$ cat src/rtl/i2p_pkg.sv
`default_nettype none

package i2p_pkg;

    localparam logic [7:0] CH_PLUS  = 8'h2B;
    localparam logic [7:0] CH_MINUS = 8'h2D;
    localparam logic [7:0] CH_STAR  = 8'h2A;
    localparam logic [7:0] CH_SLASH = 8'h2F;

    // Operator codes as held on the stack; bit 1 set means high precedence.
    typedef enum logic [1:0] {
        OP_ADD = 2'd0,
        OP_SUB = 2'd1,
        OP_MUL = 2'd2,
        OP_DIV = 2'd3
    } t_op;

    typedef enum logic [1:0] {
        S_IDLE,
        S_OPERAND,
        S_OPER,
        S_FLUSH
    } t_state;

    function automatic logic is_op(input logic [7:0] ch);
        return ch inside {CH_PLUS, CH_MINUS, CH_STAR, CH_SLASH};
    endfunction

    function automatic t_op op_of(input logic [7:0] ch);
        t_op op;
        case (ch)
            CH_MINUS: op = OP_SUB;
            CH_STAR:  op = OP_MUL;
            CH_SLASH: op = OP_DIV;
            default:  op = OP_ADD;
        endcase
        return op;
    endfunction

    function automatic logic [7:0] char_of(input t_op op);
        logic [7:0] ch;
        case (op)
            OP_SUB:  ch = CH_MINUS;
            OP_MUL:  ch = CH_STAR;
            OP_DIV:  ch = CH_SLASH;
            default: ch = CH_PLUS;
        endcase
        return ch;
    endfunction

endpackage

`default_nettype wire

$ cat src/rtl/i2p_stack.sv
`default_nettype none

module i2p_stack #(
    parameter int STACK_DEPTH = 16
) (
    input  wire                               i_clk,
    input  wire                               i_we,
    input  wire  [$clog2(STACK_DEPTH)-1:0]    i_waddr,
    input  wire  i2p_pkg::t_op                i_wdata,
    input  wire  [$clog2(STACK_DEPTH)-1:0]    i_raddr,
    output i2p_pkg::t_op                      o_rdata
);

    i2p_pkg::t_op r_mem [STACK_DEPTH];
    i2p_pkg::t_op r_rdata;

    always_ff @(posedge i_clk) begin
        if (i_we) begin
            r_mem[i_waddr] <= i_wdata;
        end
    end

    // Forward a write to the entry being read in the same cycle.
    always_ff @(posedge i_clk) begin
        if (i_we && (i_waddr == i_raddr)) begin
            r_rdata <= i_wdata;
        end else begin
            r_rdata <= r_mem[i_raddr];
        end
    end

    assign o_rdata = r_rdata;

endmodule

`default_nettype wire

$ cat src/rtl/infix_to_postfix_converter.sv
// Flow: a beat is taken only in the idle state, so the converter takes no new beat until it is
// through with the last one. An operand goes to the output register; an operator first pops each
// stacked entry of equal or higher precedence, then is pushed; an end-flagged beat then drains the
// stack. Each result waits while o_valid is held by a low i_ready.
// Reset (i_rst_n low, synchronous): empty stack, cleared overflow flag, no result pending.
// The stack memory holds no reset; only entries below the count are ever used.
`default_nettype none

module infix_to_postfix_converter #(
    parameter int STACK_DEPTH = 16
) (
    input  wire        i_clk,
    input  wire        i_rst_n,
    // input channel
    input  wire        i_valid,
    output logic       o_ready,
    input  wire  [7:0] i_symbol,
    input  wire        i_end_of_expr,
    // result channel
    output logic       o_valid,
    input  wire        i_ready,
    output logic [7:0] o_out_symbol,
    output logic       o_expr_last,
    output logic       o_overflow
);

    localparam int AW = $clog2(STACK_DEPTH);
    localparam int CW = $clog2(STACK_DEPTH + 1);

    // Control state
    i2p_pkg::t_state r_state, n_state;
    logic [CW-1:0]   r_count, n_count;
    logic            r_ovf_seen, n_ovf_seen;
    logic            r_out_valid, n_out_valid;

    // Held input beat
    logic [7:0]      r_sym, n_sym;
    logic            r_last, n_last;
    i2p_pkg::t_op    r_code, n_code;

    // Output register
    logic [7:0]      r_out_sym, n_out_sym;
    logic            r_out_last, n_out_last;
    logic            r_out_ovf, n_out_ovf;

    // Stack memory access
    logic            w_we;
    logic [AW-1:0]   w_waddr;
    logic [AW-1:0]   w_raddr;
    logic [CW-1:0]   w_top_idx;
    i2p_pkg::t_op    w_top;

    logic            w_slot_free;
    logic            w_pop_cond;
    logic            w_full;

    i2p_stack #(
        .STACK_DEPTH (STACK_DEPTH)
    ) u_stack (
        .i_clk   (i_clk),
        .i_we    (w_we),
        .i_waddr (w_waddr),
        .i_wdata (r_code),
        .i_raddr (w_raddr),
        .o_rdata (w_top)
    );

    // The output register takes a new result when empty or being drained.
    assign w_slot_free = !r_out_valid || i_ready;

    // Pop while the top has equal or higher precedence: a low-precedence
    // operator pops anything, a high-precedence one only * and /.
    assign w_pop_cond = (r_count != '0) && (!r_code[1] || w_top[1]);
    assign w_full     = (r_count == CW'(STACK_DEPTH));

    // Push lands at the current count.
    assign w_waddr    = r_count[AW-1:0];

    // Keep the memory reading the entry that will be on top next cycle,
    // so its registered output always shows the current top.
    assign w_top_idx  = n_count - CW'(1);
    assign w_raddr    = w_top_idx[AW-1:0];

    always_comb begin
        n_state     = r_state;
        n_count     = r_count;
        n_ovf_seen  = r_ovf_seen;
        n_sym       = r_sym;
        n_last      = r_last;
        n_code      = r_code;
        n_out_valid = r_out_valid && !i_ready;
        n_out_sym   = r_out_sym;
        n_out_last  = r_out_last;
        n_out_ovf   = r_out_ovf;
        w_we        = 1'b0;

        case (r_state)
            i2p_pkg::S_IDLE: begin
                // Capture the beat and route it by kind.
                if (i_valid) begin
                    n_sym  = i_symbol;
                    n_last = i_end_of_expr;
                    n_code = i2p_pkg::op_of(i_symbol);
                    if (i2p_pkg::is_op(i_symbol)) begin
                        n_state = i2p_pkg::S_OPER;
                    end else begin
                        n_state = i2p_pkg::S_OPERAND;
                    end
                end
            end

            i2p_pkg::S_OPERAND: begin
                // Pass the operand straight through.
                if (w_slot_free) begin
                    n_out_valid = 1'b1;
                    n_out_sym   = r_sym;
                    n_out_last  = r_last && (r_count == '0);
                    n_out_ovf   = r_ovf_seen;
                    if (!r_last) begin
                        n_state = i2p_pkg::S_IDLE;
                    end else if (r_count == '0) begin
                        n_ovf_seen = 1'b0;
                        n_state    = i2p_pkg::S_IDLE;
                    end else begin
                        n_state = i2p_pkg::S_FLUSH;
                    end
                end
            end

            i2p_pkg::S_OPER: begin
                if (w_pop_cond) begin
                    // Pop one entry per cycle while the output register is free; never the final result here,
                    // since the push that follows leaves the stack non-empty.
                    if (w_slot_free) begin
                        n_out_valid = 1'b1;
                        n_out_sym   = i2p_pkg::char_of(w_top);
                        n_out_last  = 1'b0;
                        n_out_ovf   = r_ovf_seen;
                        n_count     = r_count - CW'(1);
                    end
                end else begin
                    // Push, or drop and flag when the stack is full.
                    if (w_full) begin
                        n_ovf_seen = 1'b1;
                    end else begin
                        w_we    = 1'b1;
                        n_count = r_count + CW'(1);
                    end
                    n_state = r_last ? i2p_pkg::S_FLUSH : i2p_pkg::S_IDLE;
                end
            end

            i2p_pkg::S_FLUSH: begin
                // Drain the stack; the entry at the bottom ends the expression.
                if (w_slot_free) begin
                    n_out_valid = 1'b1;
                    n_out_sym   = i2p_pkg::char_of(w_top);
                    n_out_last  = (r_count == CW'(1));
                    n_out_ovf   = r_ovf_seen;
                    n_count     = r_count - CW'(1);
                    if (r_count == CW'(1)) begin
                        n_ovf_seen = 1'b0;
                        n_state    = i2p_pkg::S_IDLE;
                    end
                end
            end

            default: begin
                n_state = i2p_pkg::S_IDLE;
            end
        endcase
    end

    always_ff @(posedge i_clk) begin
        if (!i_rst_n) begin
            r_state     <= i2p_pkg::S_IDLE;
            r_count     <= '0;
            r_ovf_seen  <= 1'b0;
            r_out_valid <= 1'b0;
        end else begin
            r_state     <= n_state;
            r_count     <= n_count;
            r_ovf_seen  <= n_ovf_seen;
            r_out_valid <= n_out_valid;
        end
    end

    always_ff @(posedge i_clk) begin
        r_sym      <= n_sym;
        r_last     <= n_last;
        r_code     <= n_code;
        r_out_sym  <= n_out_sym;
        r_out_last <= n_out_last;
        r_out_ovf  <= n_out_ovf;
    end

    assign o_ready      = (r_state == i2p_pkg::S_IDLE);
    assign o_valid      = r_out_valid;
    assign o_out_symbol = r_out_sym;
    assign o_expr_last  = r_out_last;
    assign o_overflow   = r_out_ovf;

endmodule

`default_nettype wire

$ cat config.mk
export PLATFORM = sky130hd
export DESIGN_NAME = infix_to_postfix_converter
export DESIGN_NICKNAME = d
export VERILOG_FILES = /design/src/rtl/i2p_pkg.sv /design/src/rtl/i2p_stack.sv /design/src/rtl/infix_to_postfix_converter.sv
export SDC_FILE = /design/constraint.sdc
export NUM_CORES = 1
export LEC_CHECK = 0
export ABC_AREA = 1
export CAP_MARGIN = 20
export CORE_UTILIZATION = 24
export CTS_BUF_LIST = sky130_fd_sc_hd__clkbuf_8
export DETAILED_ROUTE_END_ITERATION = 12
export DONT_BUFFER_PORTS = 1
export PLACE_DENSITY = 0.35
export SKIP_CTS_REPAIR_TIMING = 1
export SLEW_MARGIN = 20
export SYNTH_ARGS = -nofsm -noshare
export SYNTH_HDL_FRONTEND = slang
export SYNTH_SLANG_ARGS = --single-unit
$ cat constraint.sdc
create_clock -name i_clk -period 4.9 [get_ports i_clk]
set_input_delay 0.98 -clock i_clk [delete_from_list [all_inputs] [get_ports i_clk]]
set_output_delay 0.98 -clock i_clk [all_outputs]
set_load 0.02 [all_outputs]
### Word-level counts from Yosys, hierarchy flattened

Memory sizes are Yosys's and may differ from the RTL's. A register that Yosys moved wholly into a read port is not among the register bits.
Index checks and enable logic that the tools add are counted.

* latch bits: 0
* bits in writable memories: 32
* flip-flop bits (word level): 30
* memories: 1
* word-level logic and storage cells: 101
* input port bits: 13
* memory bits (read-only): 0
* output and inout bits: 12

* $add $sub $neg: 3
* divide/modulo/power cells: 0
* bitwise logic cells: 0
* order comparisons: 0
* shifts and indexed selects: 0
* reductions and logical operators: 21
* multiply operators: 0
* muxes and demuxes: 44
* eq/ne operators: 22

Memories
* u_stack.r_mem: depth 16, width 2, read ports 1, clocked after Yosys merged registers in 1, write ports 1, RTL line i2p_stack.sv:14 `i2p_pkg::t_op r_mem [STACK_DEPTH];`

Operators by type and width (count)
* equality test 8 x 6 -> 1 bit, second input constant: 4
* two-way mux 8 bit: 3
* one-hot mux 8 bit (3 select lines): 1
* two-way mux 1 bit: 20
* != test 2 bit, second input constant: 10
* two-way mux 2 bit: 9
* two-way mux 5 bit: 3
* one-hot mux 5 bit (2 select lines): 1
* AND reduction 5 bit: 2
* one-hot mux 3 bit (3 select lines): 1
* equality test 2 bit, second input constant: 4
* one-hot mux 2 bit (4 select lines): 1
* AND reduction 8 bit: 1
* one-hot mux 1 bit (3 select lines): 2
* one-hot mux 2 bit (3 select lines): 1
* adder 5 x 1 -> 5 bit, second input constant: 1
* equality test 5 x 1 -> 1 bit, second input constant: 1
* equality test 5 bit, second input constant: 1
* logical NOT 5 bit: 1
* nonzero test 5 bit: 1
* subtractor 5 x 1 -> 5 bit, second input constant: 1
* equality test 2 x 1 -> 1 bit, second input constant: 2
* one-hot mux 1 bit (2 select lines): 2
* AND reduction 2 bit: 2
* other kinds (10): 15

### Longest topological paths before layout

* word-level depth: 7
* gate-level depth with buffers: 16
* mapped depth without buffers: 15

### By module

Synthesis repeated with hierarchy kept, for this count alone.

* cells, all modules: 368
* area total of the unflattened synthesis: 3301.9 um^2

Modules (own cells, without submodules)
* infix_to_postfix_converter: area each 1730.4 um^2, cells an instance 207, seq. area each 810.8 um^2, instances 1
* i2p_stack: area each 1571.5 um^2, cells an instance 161, seq. area each 1041.0 um^2, instances 1

### Worst setup path before layout

Ideal clock, no wire load.

* kind: input port to flip-flop
* start: in i_ready
* end: reg (tool-made name)
* setup slack: 2.503 ns
* data required time: 4.779 ns
* cell stages on the path: 12
* buffers on the path: 1
* arrival time: 2.276 ns
* library setup time: 0.121 ns
* path through: or2_1 buf_2 xor2_1 inv_1 o22ai_1 inv_1 nand2_1 nand2_1 nand2_1 inv_1 ha_1 xor2_1

RTL lines
* from (decl): RTL line infix_to_postfix_converter.sv:21 `input wire i_ready,`

==> out/qor.log <==
qor: setup_path.r2r_end u_stack.r_mem[7][0]
qor: setup_path.crit_path_cell_trace inv_8 -> nand2_1 -> nand2_1 -> nand2_1 -> nand3_1 -> nand3_2 -> nand3_4 -> nand2_2 -> nand2_4 -> nor3_1
qor: setup_path.critPathRequiredTime 4880 ps
qor: power.power-per-cell-area 364.9 mW/mm^2
qor: synth.synth_cell_type_count 35
qor: timing.finalClockSkew 8.657 ps
qor: clocking.cts_tree built
qor: timing.timing.max_slew.rel_slack 0.4001
qor: power.total_leakage_power 1.450 nW
qor: global_route.grt_first_pass_wirelength 11.46 mm
qor: place.detailedPlacementHpwl 5.350 mm
qor: floorplanning.ios 25
qor: detailed_routing.route.detailed.drc 0
qor: hold_path.hold_path.class flop to flop
qor: timing.worst_pin_slew 896.5 ps
qor: synth.netlist_instances 331
qor: hold_path.min-delay-start r_ovf_seen
qor: layout.layout.filler_cells 1380
qor: timing.worst_hold_slack 432.5 ps
qor: floorplanning.dieWidth 118 um
qor: global_route.global_route_total_usage_across_every_layer 0.1096
qor: setup_path.cp.buffers_inverters 1
qor: outcome.status completed
qor: clocking.cts_inserted_buffers 9
qor: power.ir_drop 132.8 uV
qor: setup_path.critical_path.top_delay_family simple AND/OR/NAND/NOR gates
qor: setup_path.critical_path.max_stage_delay 790 ps
qor: layout.flow.area_growth_from_synthesis 11.55%
qor: clocking.ctsRootBufferMaster sky130_fd_sc_hd__clkbuf_8
qor: setup_path.worstRegToRegCells 10
qor: detailed_routing.routed_wire_length_per_instance 13.98 um
qor: synth.synth_top_cells_by_area sky130_fd_sc_hd__edfxtp_1, sky130_fd_sc_hd__dfxtp_1, sky130_fd_sc_hd__nand2_1, sky130_fd_sc_hd__inv_1, sky130_fd_sc_hd__nand3_1
qor: place.dpl_worst_slack 2301 ps
qor: synth.synthDominantAreaCellType sky130_fd_sc_hd__edfxtp_1
qor: layout.layout.nets 352
qor: hold_path.timing.hold.worst_endpoint o_overflow
qor: global_route.gr-total-overflow 0
qor: floorplanning.initial_utilization 0.2448
qor: setup_path.critical_path.startpoint_type flop
qor: setup_path.critPathArrivalTime 2460 ps
qor: timing.finalHoldViolCount 0
qor: timing.post-route-worst-setup-slack 2428 ps
qor: detailed_routing.initial_drc_count 91
qor: timing.final.setup.tns 0 ps
qor: synth.avgSynthCellArea 9.756 sq um
qor: synth.yosys_warnings 0
qor: detailed_routing.routed_wirelength 7.188 mm
qor: place.finalWeightedCongestion 0.8004
qor: setup_path.timing.reg2reg.setup_slack 2430 ps
qor: timing.report.final.slew_viol_count 0
qor: synth.ys_seq_area_frac 0.5734
qor: timing.clock.fmax 404.5 MHz
qor: clocking.ctsLongestPathBuffers 2
qor: layout.diodes 0
qor: floorplanning.num_rows 42
qor: synth.netlist.area_leader.share 0.4928
qor: timing.finalCriticalPeriod 2472 ps
qor: setup_path.timing.critical_path.mode_cell sky130_fd_sc_hd__nand2_1
qor: layout.drive_gt1_frac 0.1183
qor: detailed_routing.dr.pass1.iters 4
qor: floorplanning.chipHeight 118 um
qor: clocking.cts_sinks 66
qor: timing.rsz0062_at_grt no
qor: detailed_routing.via_per_inst 4.158
qor: global_route.vias_in_the_first_global_route 2146
qor: hold_path.holdPathStages 0
qor: global_route.maximum_number_of_pins_on_one_net_before_global_route_repair 19
qor: layout.multi_input_comb_area 0.001105 sq mm
qor: timing.finalCritPeriodShare 0.5045
qor: clocking.clkTransAtPathRegs 80 ps
qor: detailed_routing.drt.antenna.violating_nets 0
qor: run.timing.max_cap.violations 0
qor: setup_path.critical-path-slowest-cell sky130_fd_sc_hd__dfxtp_1
qor: clocking.clock_latency 340 ps
qor: setup_path.critPathMaxFanout 17
qor: layout.regArea 0.001852 sq mm
qor: synth.post_synth_instance_area 0.003229 sq mm
qor: setup_path.setup.worst_path.class flop to flop
qor: synth.synth_nets 350
qor: synth.synth.ff_latch_count 66
qor: floorplanning.die_outline_area 0.01392 sq mm
qor: place.buffer_ports.inserted 0
qor: setup_path.endpoint_kind flop
qor: detailed_routing.detailroute.via_count 2137
qor: global_route.antenna_violations_before_repair 0
qor: clocking.htreeDepth 3
qor: timing.finalSetupViolations 0
qor: floorplanning.design.core.area 0.01319 sq mm
## Yosys cell counts
library cell,instances
sky130_fd_sc_hd__nand2_1,66
sky130_fd_sc_hd__edfxtp_1,53
sky130_fd_sc_hd__inv_1,46
sky130_fd_sc_hd__nor2_1,30
sky130_fd_sc_hd__nand3_1,25
sky130_fd_sc_hd__o21ai_0,15
sky130_fd_sc_hd__dfxtp_1,13
sky130_fd_sc_hd__nor3_1,9
sky130_fd_sc_hd__buf_2,7
sky130_fd_sc_hd__xor2_1,7
sky130_fd_sc_hd__a21oi_1,6
sky130_fd_sc_hd__ha_1,6
sky130_fd_sc_hd__nand2_2,6
sky130_fd_sc_hd__nand4_1,4
sky130_fd_sc_hd__o21a_1,4
sky130_fd_sc_hd__o22ai_1,4
sky130_fd_sc_hd__nand3_2,3
sky130_fd_sc_hd__nor2_2,3
sky130_fd_sc_hd__o221ai_1,3
sky130_fd_sc_hd__inv_2,2
sky130_fd_sc_hd__nand3b_1,2
sky130_fd_sc_hd__nor2_4,2
sky130_fd_sc_hd__o211ai_1,2
sky130_fd_sc_hd__or2_2,2
sky130_fd_sc_hd__a31oi_1,1
sky130_fd_sc_hd__buf_12,1
sky130_fd_sc_hd__buf_6,1
sky130_fd_sc_hd__buf_8,1
sky130_fd_sc_hd__inv_8,1
sky130_fd_sc_hd__nand2_4,1
sky130_fd_sc_hd__nand3_4,1
sky130_fd_sc_hd__o21ai_2,1
sky130_fd_sc_hd__o21ai_4,1
sky130_fd_sc_hd__or2_1,1
sky130_fd_sc_hd__xnor2_1,1
## cell usage in the layout (no fill, tap or decap), types with 2 or more instances in the layout
cell type / netlist / layout
sky130_fd_sc_hd__nand2_1: 66 / 66
sky130_fd_sc_hd__edfxtp_1: 53 / 53
sky130_fd_sc_hd__inv_1: 46 / 46
sky130_fd_sc_hd__nor2_1: 30 / 30
sky130_fd_sc_hd__nand3_1: 25 / 25
sky130_fd_sc_hd__o21ai_0: 15 / 15
sky130_fd_sc_hd__dfxtp_1: 13 / 13
sky130_fd_sc_hd__clkbuf_8: 0 / 10
sky130_fd_sc_hd__nor3_1: 9 / 9
sky130_fd_sc_hd__xor2_1: 7 / 7
sky130_fd_sc_hd__nand2_2: 6 / 6
sky130_fd_sc_hd__a21oi_1: 6 / 6
sky130_fd_sc_hd__ha_1: 6 / 6
sky130_fd_sc_hd__o22ai_1: 4 / 4
sky130_fd_sc_hd__o21a_1: 4 / 4
sky130_fd_sc_hd__nand4_1: 4 / 4
sky130_fd_sc_hd__nand3_2: 3 / 3
sky130_fd_sc_hd__nor2_2: 3 / 3
sky130_fd_sc_hd__o221ai_1: 3 / 3
sky130_fd_sc_hd__nor2_4: 2 / 2
sky130_fd_sc_hd__inv_2: 2 / 2
sky130_fd_sc_hd__nand3b_1: 2 / 2
sky130_fd_sc_hd__o211ai_1: 2 / 2
sky130_fd_sc_hd__or2_2: 2 / 2
sky130_fd_sc_hd__clkinvlp_4: 0 / 2
sky130_fd_sc_hd__bufinv_16: 0 / 2
## flip-flops by register name (all words and copies together) (netlist names), 2 cells and up, named ones only
register	cells
u_stack.r_mem	32
o_out_symbol	8
r_sym	8
r_count	5
r_code	2
r_state	2
## area by class of cell
cell class | instances | share of cell area
clock buffers | 10 | 0.03821
repair buffers | 1 | 0.002084
multi-input cells | 206 | 0.3067
clock inverters | 6 | 0.02466
flip-flops and latches | 66 | 0.5141
well taps | 176 | 0.06113
inverters | 49 | 0.05314
## report_power, final
part | total (W) | switching (W) | leakage (nW) | internal (W)
clock | 0.000524 | 0.000223 | 0.109 | 0.000301
sequential | 0.000697 | 0.0000488 | 0.595 | 0.000648
combinational | 0.0000940 | 0.0000620 | 0.746 | 0.0000320
## metrics by stage
stage / util / total power, W / area, sq um / std cells
final: 0.2731 / 0.001315 / 3602 / 514
after global routing: 0.2731 / 0.001367 / 3602 / 514
after CTS: 0.2731 / 0.001335 / 3602 / 514
after detailed placement: 0.2559 / 0.0008054 / 3376 / 498
after global placement: 0.2559 / 0.0008072 / 3376 / 498
after floorplan: - / 0.0007787 / 3229 / 331
## cells by family after synthesis
| logic type | share of synthesized area |
|---|---|
| XOR/XNOR | 0.02170 |
| flip-flops | 0.5734 |
| buffers and inverters | 0.08446 |
| AND/OR/NAND/NOR | 0.2251 |
| AO/OA/AOI/OAI | 0.07207 |
| adder cells (fa/ha/maj) | 0.02325 |
## worst max-delay path by stage
| stage | start | to | slack (ps) | depth (start not counted) |
|---|---|---|---|---|
| 2_1_floorplan | i_ready | flop | 2500 | 12 |
| 3_3_place_gp | i_ready | flop | 2280 | 11 |
| 3_5_place_dp | i_ready | flop | 2300 | 11 |
| 4_1_cts | flop | o_out_symbol[5] | 2420 | 9 |
| 5_1_grt | flop | u_stack.r_mem[6][0] | 2190 | 12 |
| 6_report | flop | u_stack.r_mem[7][0] | 2430 | 10 |
## layer usage
metal  global-route usage  share of wire  vias to the layer above
met2               0.1695           0.44                       43
met4              0.04647          0.019                        0
met3              0.03149          0.039                       10
met1               0.1422           0.50                      983
met5                    0              0                        -
li1                     -              -                     1101
No activity file was read; power rests on OpenSTA's default activity.
